===== config.mk =====
export PLATFORM = sky130hd
export DESIGN_NAME = tbdetok_ctrl
export DESIGN_NICKNAME = d
export VERILOG_FILES = /design/src/design/tbdetok_pkg.sv /design/src/design/tbdetok_ctrl.sv
export SDC_FILE = /design/constraint.sdc
export NUM_CORES = 1
export LEC_CHECK = 0
export ABC_CLOCK_PERIOD_IN_PS = 1900
export BUFFER_PORTS_ARGS = -buffer_cell sky130_fd_sc_hd__buf_2
export CAP_MARGIN = 20
export CORE_AREA = 2 2 39 41
export CTS_CLUSTER_SIZE = 24
export DETAILED_ROUTE_END_ITERATION = 8
export DIE_AREA = 0 0 41 43
export GPL_ROUTABILITY_DRIVEN = 0
export REMOVE_ABC_BUFFERS = 1
export SLEW_MARGIN = 20
export SYNTH_ARGS = -nofsm -noshare
export SYNTH_HDL_FRONTEND = slang
export SYNTH_SLANG_ARGS = --single-unit

===== constraint.sdc =====
create_clock -name i_clk -period 1.9 [get_ports i_clk]
set_clock_uncertainty 0.05 [all_clocks]
set_input_delay 0.38 -clock i_clk [delete_from_list [all_inputs] [get_ports i_clk]]
set_output_delay 0.38 -clock i_clk [all_outputs]
set_load 0.05 [all_outputs]

===== src/design/tbdetok_pkg.sv =====
`timescale 1ns / 1ps
// ----------------------------------------------------------------------------
// tbdetok_pkg
// Shared types, result kinds and the keyword ROM of the detokenizer.
// ----------------------------------------------------------------------------
package tbdetok_pkg;

    // Result kinds
    typedef enum logic [2:0] {
        K_LENGTH = 3'd0,
        K_HEADER = 3'd1,
        K_CHAR   = 3'd2,
        K_EOL    = 3'd3,
        K_EOP    = 3'd4,
        K_EXTRA  = 3'd5
    } t_kind;

    localparam int unsigned TEXT_BYTES = 13;            // "{Token 0xHH} "
    localparam int unsigned POS_W      = $clog2(TEXT_BYTES);
    localparam logic [7:0]  LAST_KEYWORD = 8'hEA;
    localparam logic [6:0]  SPACE_CHAR   = 7'h20;

    typedef logic [8*TEXT_BYTES-1:0] t_text;
    typedef logic [POS_W-1:0]        t_pos;

    // Controller -> datapath
    typedef struct packed {
        logic  hold_low;    // latch byte as low half of a word
        logic  hold_link;   // latch {byte, low} as line link
        logic  emit;        // load output register from the input byte
        t_kind kind;
        logic  char_space;  // char result is a space, not the byte
        logic  last;
        logic  load_text;   // load token text for expansion
        logic  emit_text;   // emit next token text char
    } t_cmd;

    // Datapath -> controller
    typedef struct packed {
        logic out_free;
        logic link_zero;
        logic text_last;
        logic byte_zero;
        logic byte_token;
        logic file_start;
    } t_stat;

    // Keyword text, right-justified, zero padded on the left
    function automatic logic [63:0] kw_word(input logic [6:0] idx);
        logic [63:0] w;
        unique case (idx)
            7'd0:   w = "END ";      7'd1:   w = "FOR ";
            7'd2:   w = "NEXT ";     7'd3:   w = "DATA ";
            7'd4:   w = "INPUT ";    7'd5:   w = " DEL ";
            7'd6:   w = "DIM ";      7'd7:   w = "READ ";
            7'd8:   w = "GR ";       7'd9:   w = "TEXT ";
            7'd10:  w = "PR# ";      7'd11:  w = "IN# ";
            7'd12:  w = "CALL ";     7'd13:  w = "PLOT ";
            7'd14:  w = "HLIN ";     7'd15:  w = "VLIN ";
            7'd16:  w = "HGR2 ";     7'd17:  w = "HGR ";
            7'd18:  w = "HCOLOR= ";  7'd19:  w = "HPLOT ";
            7'd20:  w = "DRAW ";     7'd21:  w = "XDRAW ";
            7'd22:  w = "HTAB ";     7'd23:  w = "HOME ";
            7'd24:  w = "ROT= ";     7'd25:  w = "SCALE= ";
            7'd26:  w = "SHLOAD ";   7'd27:  w = "TRACE ";
            7'd28:  w = "NOTRACE ";  7'd29:  w = "NORMAL ";
            7'd30:  w = "INVERSE ";  7'd31:  w = "FLASH ";
            7'd32:  w = "COLOR= ";   7'd33:  w = "POP ";
            7'd34:  w = "VTAB ";     7'd35:  w = "HIMEM: ";
            7'd36:  w = "LOMEM: ";   7'd37:  w = "ONERR ";
            7'd38:  w = "RESUME ";   7'd39:  w = "RECALL ";
            7'd40:  w = "STORE ";    7'd41:  w = "SPEED= ";
            7'd42:  w = "LET ";      7'd43:  w = "GOTO ";
            7'd44:  w = "RUN ";      7'd45:  w = "IF ";
            7'd46:  w = "RESTORE ";  7'd47:  w = "& ";
            7'd48:  w = "GOSUB ";    7'd49:  w = "RETURN ";
            7'd50:  w = "REM ";      7'd51:  w = "STOP ";
            7'd52:  w = "ON ";       7'd53:  w = "WAIT ";
            7'd54:  w = "LOAD ";     7'd55:  w = "SAVE ";
            7'd56:  w = "DEF ";      7'd57:  w = "POKE ";
            7'd58:  w = "PRINT ";    7'd59:  w = "CONT ";
            7'd60:  w = "LIST ";     7'd61:  w = "CLEAR ";
            7'd62:  w = "GET ";      7'd63:  w = "NEW ";
            7'd64:  w = "TAB ";      7'd65:  w = " TO ";
            7'd66:  w = "FN ";       7'd67:  w = "SPC( ";
            7'd68:  w = "THEN ";     7'd69:  w = " AT ";
            7'd70:  w = "NOT ";      7'd71:  w = " STEP ";
            7'd72:  w = "+ ";        7'd73:  w = "- ";
            7'd74:  w = "* ";        7'd75:  w = "/ ";
            7'd76:  w = "^ ";        7'd77:  w = " AND";
            7'd78:  w = " OR";       7'd79:  w = "> ";
            7'd80:  w = "= ";        7'd81:  w = "< ";
            7'd82:  w = "SGN ";      7'd83:  w = "INT ";
            7'd84:  w = "ABS ";      7'd85:  w = "USR ";
            7'd86:  w = "FRE ";      7'd87:  w = "SCRN ( ";
            7'd88:  w = "PDL ";      7'd89:  w = "POS ";
            7'd90:  w = "SQR ";      7'd91:  w = "RND ";
            7'd92:  w = "LOG ";      7'd93:  w = "EXP ";
            7'd94:  w = "COS ";      7'd95:  w = "SIN ";
            7'd96:  w = "TAN ";      7'd97:  w = "ATN ";
            7'd98:  w = "PEEK ";     7'd99:  w = "LEN ";
            7'd100: w = "STR$ ";     7'd101: w = "VAL ";
            7'd102: w = "ASC ";      7'd103: w = "CHR$ ";
            7'd104: w = "LEFT$ ";    7'd105: w = "RIGHT$ ";
            7'd106: w = "MID$ ";
            default: w = '0;
        endcase
        return w;
    endfunction

    // Index of the highest nonzero byte (first char of the keyword)
    function automatic logic [2:0] kw_top(input logic [63:0] w);
        logic [2:0] top;
        top = '0;
        for (int i = 0; i < 8; i++) begin
            if (w[8*i +: 8] != 8'h00) begin
                top = 3'(i);
            end
        end
        return top;
    endfunction

    function automatic logic [7:0] hex_char(input logic [3:0] nib);
        logic [7:0] c;
        if (nib < 4'd10) begin
            c = 8'h30 + {4'h0, nib};
        end else begin
            c = 8'h37 + {4'h0, nib};
        end
        return c;
    endfunction

endpackage


===== src/design/tbdetok_ctrl.sv =====
`timescale 1ns / 1ps
// ----------------------------------------------------------------------------
// tbdetok_ctrl
// Parse state machine: file framing and token expansion sequencing.
// ----------------------------------------------------------------------------
module tbdetok_ctrl
    import tbdetok_pkg::*;
(
    input  logic  i_clk,
    input  logic  i_rst_n,
    input  logic  i_in_valid,
    output logic  o_in_ready,
    input  t_stat i_stat,
    output t_cmd  o_cmd
);

    typedef enum logic [3:0] {
        ST_LEN_LO,
        ST_LEN_HI,
        ST_LINK_LO,
        ST_LINK_HI,
        ST_NUM_LO,
        ST_NUM_HI,
        ST_BODY,
        ST_EXTRA,
        ST_TEXT
    } t_state;

    t_state r_state, n_state;
    t_state phase;

    assign o_in_ready = (r_state != ST_TEXT) && i_stat.out_free;

    always_comb begin
        n_state = r_state;
        o_cmd   = '0;
        o_cmd.kind = K_CHAR;
        // a restart byte is always the length low byte
        phase = i_stat.file_start ? ST_LEN_LO : r_state;
        if (r_state == ST_TEXT) begin
            if (i_stat.out_free) begin
                o_cmd.emit_text = 1'b1;
                if (i_stat.text_last) begin
                    n_state = ST_BODY;
                end
            end
        end else if (i_in_valid && o_in_ready) begin
            unique case (phase)
                ST_LEN_LO: begin
                    o_cmd.hold_low = 1'b1;
                    n_state = ST_LEN_HI;
                end
                ST_LINK_LO: begin
                    o_cmd.hold_low = 1'b1;
                    n_state = ST_LINK_HI;
                end
                ST_NUM_LO: begin
                    o_cmd.hold_low = 1'b1;
                    n_state = ST_NUM_HI;
                end
                ST_LEN_HI: begin
                    o_cmd.emit = 1'b1;
                    o_cmd.kind = K_LENGTH;
                    o_cmd.last = 1'b1;
                    n_state = ST_LINK_LO;
                end
                ST_LINK_HI: begin
                    o_cmd.hold_link = 1'b1;
                    n_state = ST_NUM_LO;
                end
                ST_NUM_HI: begin
                    o_cmd.emit = 1'b1;
                    o_cmd.last = 1'b1;
                    if (i_stat.link_zero) begin
                        o_cmd.kind = K_EOP;
                        n_state = ST_EXTRA;
                    end else begin
                        o_cmd.kind = K_HEADER;
                        n_state = ST_BODY;
                    end
                end
                ST_BODY: begin
                    o_cmd.emit = 1'b1;
                    if (i_stat.byte_zero) begin
                        o_cmd.kind = K_EOL;
                        o_cmd.last = 1'b1;
                        n_state = ST_LINK_LO;
                    end else if (i_stat.byte_token) begin
                        // leading space now, token text follows
                        o_cmd.kind = K_CHAR;
                        o_cmd.char_space = 1'b1;
                        o_cmd.load_text = 1'b1;
                        n_state = ST_TEXT;
                    end else begin
                        o_cmd.kind = K_CHAR;
                        o_cmd.last = 1'b1;
                    end
                end
                default: begin
                    o_cmd.emit = 1'b1;
                    o_cmd.kind = K_EXTRA;
                    o_cmd.last = 1'b1;
                end
            endcase
        end
    end

    always_ff @(posedge i_clk) begin
        if (!i_rst_n) begin
            r_state <= ST_LEN_LO;
        end else begin
            r_state <= n_state;
        end
    end

endmodule


## After elaboration in Yosys (flattened, before gate mapping)

Cells that the tools add are included.

- Bits in registers: 4
- Latch bits: 0
- Bits in writable memories: 0
- Memory bits (read-only): 0
- Bits of input ports: 9
- Output and inout port bits: 11
- Logic and storage cells: 44
- Memories: 0

- Add/sub/neg operators: 0
- Multipliers: 0
- Divide/modulo/power cells: 0
- Magnitude comparators: 0
- Equal/unequal tests: 11
- Shift-type cells: 0
- Muxes and demuxes: 24
- Bitwise operators: 0
- Reduce and logical (&&, ||, !) cells: 8

Operators by type and width:

| kind | count |
|---|---|
| 4-bit two-way mux | 7 |
| 4-bit one-hot mux with 7 select lines | 1 |
| 9-bit two-way mux | 2 |
| 4-bit one-hot mux with 4 select lines | 1 |
| 4-bit by 3-bit == test with 1-bit output, second input constant | 3 |
| 1-bit two-way mux | 11 |
| 4-bit by 2-bit == test with 1-bit output, second input constant | 2 |
| 4-bit inequality test, second input constant | 2 |
| 8-bit nonzero test | 1 |
| 5-bit AND reduction | 1 |
| 4-bit by 1-bit == test with 1-bit output, second input constant | 1 |
| 4-bit == test, second input constant | 1 |
| 4-bit zero test | 1 |
| 2-bit inequality test, second input constant | 2 |
| 4-bit OR reduction | 1 |
| 3-bit two-way mux | 1 |
| 3-bit OR reduction | 1 |
| 1-bit logical AND | 2 |
| 1-bit one-hot mux with 2 select lines | 1 |
| 2-bit nonzero test | 1 |

## Longest topological paths before layout

Gate-level depths: netlist of the first run.

- Depth in word-level cells: 6
- Depth in mapped cells: 6
- Depth with buffers taken out: 5

## Worst setup path before layout of the first run

OpenSTA, ideal clock, no wires.

- Kind: flip-flop to output port
- Start point: reg r_state[3]
- End point: out o_cmd[2] (netlist name)
- Arrival time: 2.629 ns
- Required time: 1.470 ns
- Setup slack: -1.159 ns
- Cell stages (with the launch flop): 7
- Path buffers: 1
- Cell sequence: dfxtp_1 -> buf_4 -> or4b_4 -> and3_1 -> nand2b_2 -> a31oi_1 -> a21boi_1

RTL lines:

| what | RTL line | RTL |
|---|---|---|
| start, declared | tbdetok_ctrl.sv:29 | `t_state r_state, n_state;` |
| start signal, assigned | tbdetok_ctrl.sv:112 | `r_state <= n_state;` |
| end, declared | tbdetok_ctrl.sv:14 | `output t_cmd o_cmd` |

==> flow_summary.ini, run 1 <==
[outcome]
outcome = finished with violations
failed_checks = setup timing

[min_path]
whs_path_depth = 2
hp-start = i_rst_n
hold_end = r_state[2]$_SDFFE_PN0P_
hold_path_class = in -> reg

[yosys]
synth.most_common_cell = nand2_1
yosysSeqAreaShare_pct = 16.8
ys_types = 32
synth_area_leaders = dfxtp_1 (17%), a21o_1 (7.9%), o311a_1 (6.3%)
synth-edff-count = 0
ys_warn_count = 0
yosys.area.top_type = dfxtp_1
synth_area_sq_um = 475
synth_top_area_share_pct = 16.8
ys.flop_type = dfxtp_1
ys_async_sr_fraction_pct = 0
ys_seq_elements = 4
synth_cells = 63
synth.avg_cell_area_sq_um = 7.55
synthTopCellsByCount = nand2_1 (6), a21o_1 (5), a21oi_1 (4), dfxtp_1 (4), nor2_1 (4)

[critical_path]
cp_slowest_stage_delay_ns = 0.53
crit_path_max_fanout = 3
critPathLaunchType = register
cp.buffers_inverters = 1
r2r-end = r_state[0]$_SDFFE_PN0P_
rr_worst_depth = 7
required_ns = 1.47
reg2reg_slack_ns = 0.11
rr_startpoint = r_state[3]$_SDFFE_PN0P_
worstSetupPathType = reg -> out
path_cells = or4b_4, and3_4, nand2b_4, a31oi_2, a21boi_2, buf_6
cp-end-kind = output pin
cp_slowest_cell = or4b_4
critPathTopFamily = simple AND/OR/NAND/NOR gates
cp.arrival_ns = 1.70

[global_route]
grt_pass1_vias = 489
overflow = 0
grt_max_degree = 14
grt_pass1_wl_mm = 1.93
grt_usage_pct = 16.1
antenna_found_initial = 0

[finish]
drive_gt1_share_pct = 48.4
syn2layout_area_growth_pct = 58.7
post-route-util_pct = 54.5
largest_reg_flops = 4
fillers = 134
largest_register = r_state
largestRegisters = r_state: 4 flops
nNetsFinal = 102
fin_cells = 107
antennaDiodeCount = 0

[routing]
drc = 0
drtPass1Iterations = 2
wl_mm = 1.32
viasPerCell = 5.18
post_drt_wl_per_cell_um = 12.4
dr.first_iter.drc_count = 6
ant_nets = 0
vias = 554

[die]
rows = 14
die_h_um = 43
dieWidth_um = 41
ios = 20
fp.coreArea_sq_um = 1380
dieArea_sq_um = 1760
start_util_pct = 34.4

[cts]
cts_buffers = 3
numClockSinks = 4
hold_buffers = 0
cts_max_level = 1
clk_latency_ns = 0.23
clockBufferDepth = 2
cts_root_buffer = clkbuf_4
cts_tree = built
path_clk_slew_ns = 0.04

[job]
cap_violations = 0

[power]
power_density_nw_per_um2 = 388
peakVddDrop_v = 0.000404
p_leak_uw = 0.000343
total_power_uw = 293

[sta]
fin_ws_ns = -0.226
worst_slew_pin_slew_ns = 0.281
period_share_pct = 112
finalHoldViolCount = 0
final-setup-viol-count = 10
finalMaxSlewViolations = 0
slew-limit-headroom_pct = 81.1
max_freq_ghz = 0.470
min_period_ns = 2.13
rsz0062_at_grt = true

[placed_design]
dp.final_hpwl_um = 980
port_buffers = 19
placed_cells = 103
worst max path at each step:
stage                       startpoint  endpoint  slack, ns  cells after the start
4_1_cts        r_state[0]$_SDFFE_PN0P_  o_cmd[2]      -0.22                      6
6_report       r_state[0]$_SDFFE_PN0P_  o_cmd[2]      -0.23                      6
3_5_place_dp   r_state[0]$_SDFFE_PN0P_  o_cmd[2]      -0.04                      6
5_1_grt        r_state[0]$_SDFFE_PN0P_  o_cmd[2]      -0.27                      6
3_3_place_gp   r_state[0]$_SDFFE_PN0P_  o_cmd[2]      -0.01                      6
2_1_floorplan  r_state[0]$_SDFFE_PN0P_  o_cmd[2]      -1.27                      5
metrics by stage:
stage	TNS, ns	setup WS, ns	area, sq um	hold WS [ns]
floorplan	-3.67	-1.27	447	0.461
detailed placement	-0.100	-0.0376	637	0.585
global route	-2.00	-0.273	754	0.374
global placement	-0.0272	-0.0118	637	0.577
finish	-1.56	-0.226	754	0.381
CTS	-1.62	-0.221	742	0.372
metal layers:
layer / global-route usage, % / part of all wire (%) / vias to the layer above
met2: 24.1 / 51 / 11
met3: 5.24 / 2.5 / 2
li1: - / - / 288
met5: 0 / 0 / -
met1: 19.9 / 46 / 253
met4: 7.33 / 0.60 / 0
power breakdown:
part	switching, uW	internal (uW)
clock	32.0	70.5
combinational	57.0	42.6
sequential	2.13	88.6
cell usage in the layout, fill, tap and decap left out, types with 2 or more instances in the layout:
master,n
o311a_1,3
buf_4,13
clkbuf_4,3
a21o_1,5
nor3_1,2
dfxtp_1,4
inv_1,3
or3_1,2
buf_2,8
nand2_1,6
nand3b_1,2
buf_6,9
a21oi_1,4
nand2b_1,2
o21ai_0,3
nor2_1,4
cell type report:
class,instances,area (sq um),share of cell area [%]
multi-input cells,51,382,50.6
repair buffers,30,239,31.7
flip-flops and latches,4,80.1,10.6
clock buffers,3,22.5,2.99
well taps,16,20.0,2.65
inverters,3,11.3,1.49
worst reg2reg max path: cells and delay by family (launching register included):
kind	cells	cell delay (ns)
AO/OA/AOI/OAI	3	0.50
buffers and inverters	2	0.32
flip-flops	1	0.30
AND/OR/NAND/NOR	2	0.52
what timing repair did:
| action | CTS | global route |
|---|---|---|
| resized for setup | 22 | 4 |
| gates cloned | 0 | 0 |
| buffers inserted | 1 | 0 |
| setup endpoints to repair | 11 | 11 |
| pin swaps | 1 | 0 |
| endpoints found under the hold margin | 0 | 0 |
logic make-up after synthesis:
group | synth area share (%)
AOI/OAI and AO/OA | 32.9
buffers and inverters | 8.42
DFF | 16.8
muxes | 2.11
and+or+nand+nor | 39.7
Power figures use the tool's default switching activity.
==> run 2: changes to the inputs <==
BUFFER_PORTS_ARGS = -buffer_cell sky130_fd_sc_hd__buf_4   (was -buffer_cell sky130_fd_sc_hd__buf_2)
==> flow_summary.ini, run 2 (same netlist as run 1, synthesis figures left out) <==
[finish]
antennaDiodeCount = 0
largest_register = r_state
largest_reg_flops = 4
drive_gt1_share_pct = 54.6
largestRegisters = r_state: 4 flops
nNetsFinal = 108
mostFrequentLayoutCell = buf_4
fin_cells = 113
final_cell_mix = buf_4 (26), buf_6 (9), nand2_1 (6), a21o_1 (5)
syn2layout_area_growth_pct = 77.1

[cts]
cts_root_buffer = clkbuf_4
cts_max_level = 1
clk_latency_ns = 0.23
cts_buffers = 3
cts_tree = built
hold_buffers = 0
path_clk_slew_ns = 0.03
numClockSinks = 4
clockBufferDepth = 2

[sta]
finalMaxSlewViolations = 0
final-setup-viol-count = 10
finalHoldViolCount = 0
worst_slew_pin_slew_ns = 0.274
fin_ws_ns = -0.200
slew-limit-headroom_pct = 81.6
final.setup.tns_ns = -1.50
min_period_ns = 2.10
rsz0062_at_grt = true
hold_ws_ns = 0.366
max_freq_ghz = 0.476
period_share_pct = 111

[min_path]
hold_end = r_state[2]$_SDFFE_PN0P_
hp-start = i_rst_n
hold_path_class = in -> reg
whs_path_depth = 2

[routing]
vias = 578
drtPass1Iterations = 4
wl_mm = 1.34
dr.first_iter.drc_count = 7
ant_nets = 0
post_drt_wl_per_cell_um = 11.8
drc = 0
viasPerCell = 5.12

[critical_path]
cp.arrival_ns = 1.67
cp-end-kind = output pin
startpoint = r_state[2]$_SDFFE_PN0P_
rr_startpoint = r_state[0]$_SDFFE_PN0P_
rr_worst_depth = 6
r2r-end = r_state[0]$_SDFFE_PN0P_
reg2reg_slack_ns = 0.10
cp_slowest_cell = or4b_4
cp_slowest_stage_delay_ns = 0.53
worstSetupPathType = reg -> out
critPathLaunchType = register
critPathTopFamily = simple AND/OR/NAND/NOR gates
required_ns = 1.47
cp.buffers_inverters = 1
crit_path_max_fanout = 3
path_cells = or4b_4, and3_4, nand2b_4, a31oi_2, a21boi_2, buf_6

[placed_design]
port_buffers = 19
placed_cells = 109
dp.final_hpwl_mm = 1.08
pre_cts_ws_ns = -0.173

[die]
dieArea_sq_um = 1760
fp.coreArea_sq_um = 1380
start_util_pct = 34.4
die_h_um = 43
dieWidth_um = 41
rows = 14
ios = 20

[job]
cap_violations = 0

[global_route]
grt_max_degree = 14
antenna_found_initial = 0
overflow = 0
grt_pass1_vias = 523
grt_usage_pct = 18.4
grt_pass1_wl_mm = 2.21

[power]
total_power_uw = 307
swShare_pct = 30.5
seqPwrFrac_pct = 29.7
p_leak_uw = 0.000388
p_clk_share_pct = 33.2
comb_power_share_pct = 37.1
power_density_nw_per_um2 = 365
p_int_uw = 214
peakVddDrop_v = 0.000285
p_sw_uw = 93.7

[outcome]
failed_checks = setup timing
outcome = finished with violations
-- run 2: layout make-up --
cell class | instances | area, sq um
Tap cell | 16 | 20.0
Timing Repair Buffer | 36 | 312
Multi-Input combinational cell | 51 | 394
Fill cell | 132 | 542
Sequential cell | 4 | 82.6
Inverter | 3 | 11.3
Clock buffer | 3 | 22.5
-- run 2: worst max path at each step --
| stage | end | slack, ns | depth (start not counted) |
|---|---|---|---|
| after floorplan | o_cmd[2] | -1.27 | 5 |
| after global placement | o_cmd[3] | -0.22 | 5 |
| after detailed placement | o_cmd[1] | -0.17 | 5 |
| after CTS | o_cmd[2] | -0.22 | 6 |
| after global routing | o_cmd[2] | -0.25 | 6 |
| final | o_cmd[2] | -0.20 | 6 |
-- run 2: metal layers --
layer  track usage [%]  share of wire, %  up-vias
met5                 0                 0        -
met4              8.00              0.60        0
met3              3.14               3.7        2
met2              27.2                51       15
met1              25.2                45      260
li1                  -                 -      301
-- run 2: stage by stage --
step,area [sq um],utilization [%]
2_1_floorplan,447,-
3_3_place_gp,729,52.7
3_5_place_dp,729,52.7
4_1_cts,831,60.0
5_1_grt,842,60.8
6_report,842,60.8
-- run 2: power groups by stage --
stage	Clock [uW]	Sequential [uW]	Combinational (uW)
6_report	102	91.2	114
5_1_grt	113	91.4	124
4_1_cts	109	91.1	113
3_5_place_dp	0	92.2	103
3_3_place_gp	0	92.1	103
2_1_floorplan	0	101	46.6
-- run 2: timing repair --
item	4_1_cts	5_1_grt
pin swaps	2	1
endpoints found under the hold margin	0	0
resized for setup	17	5
buffers inserted	1	1
endpoints found under the setup margin	10	11
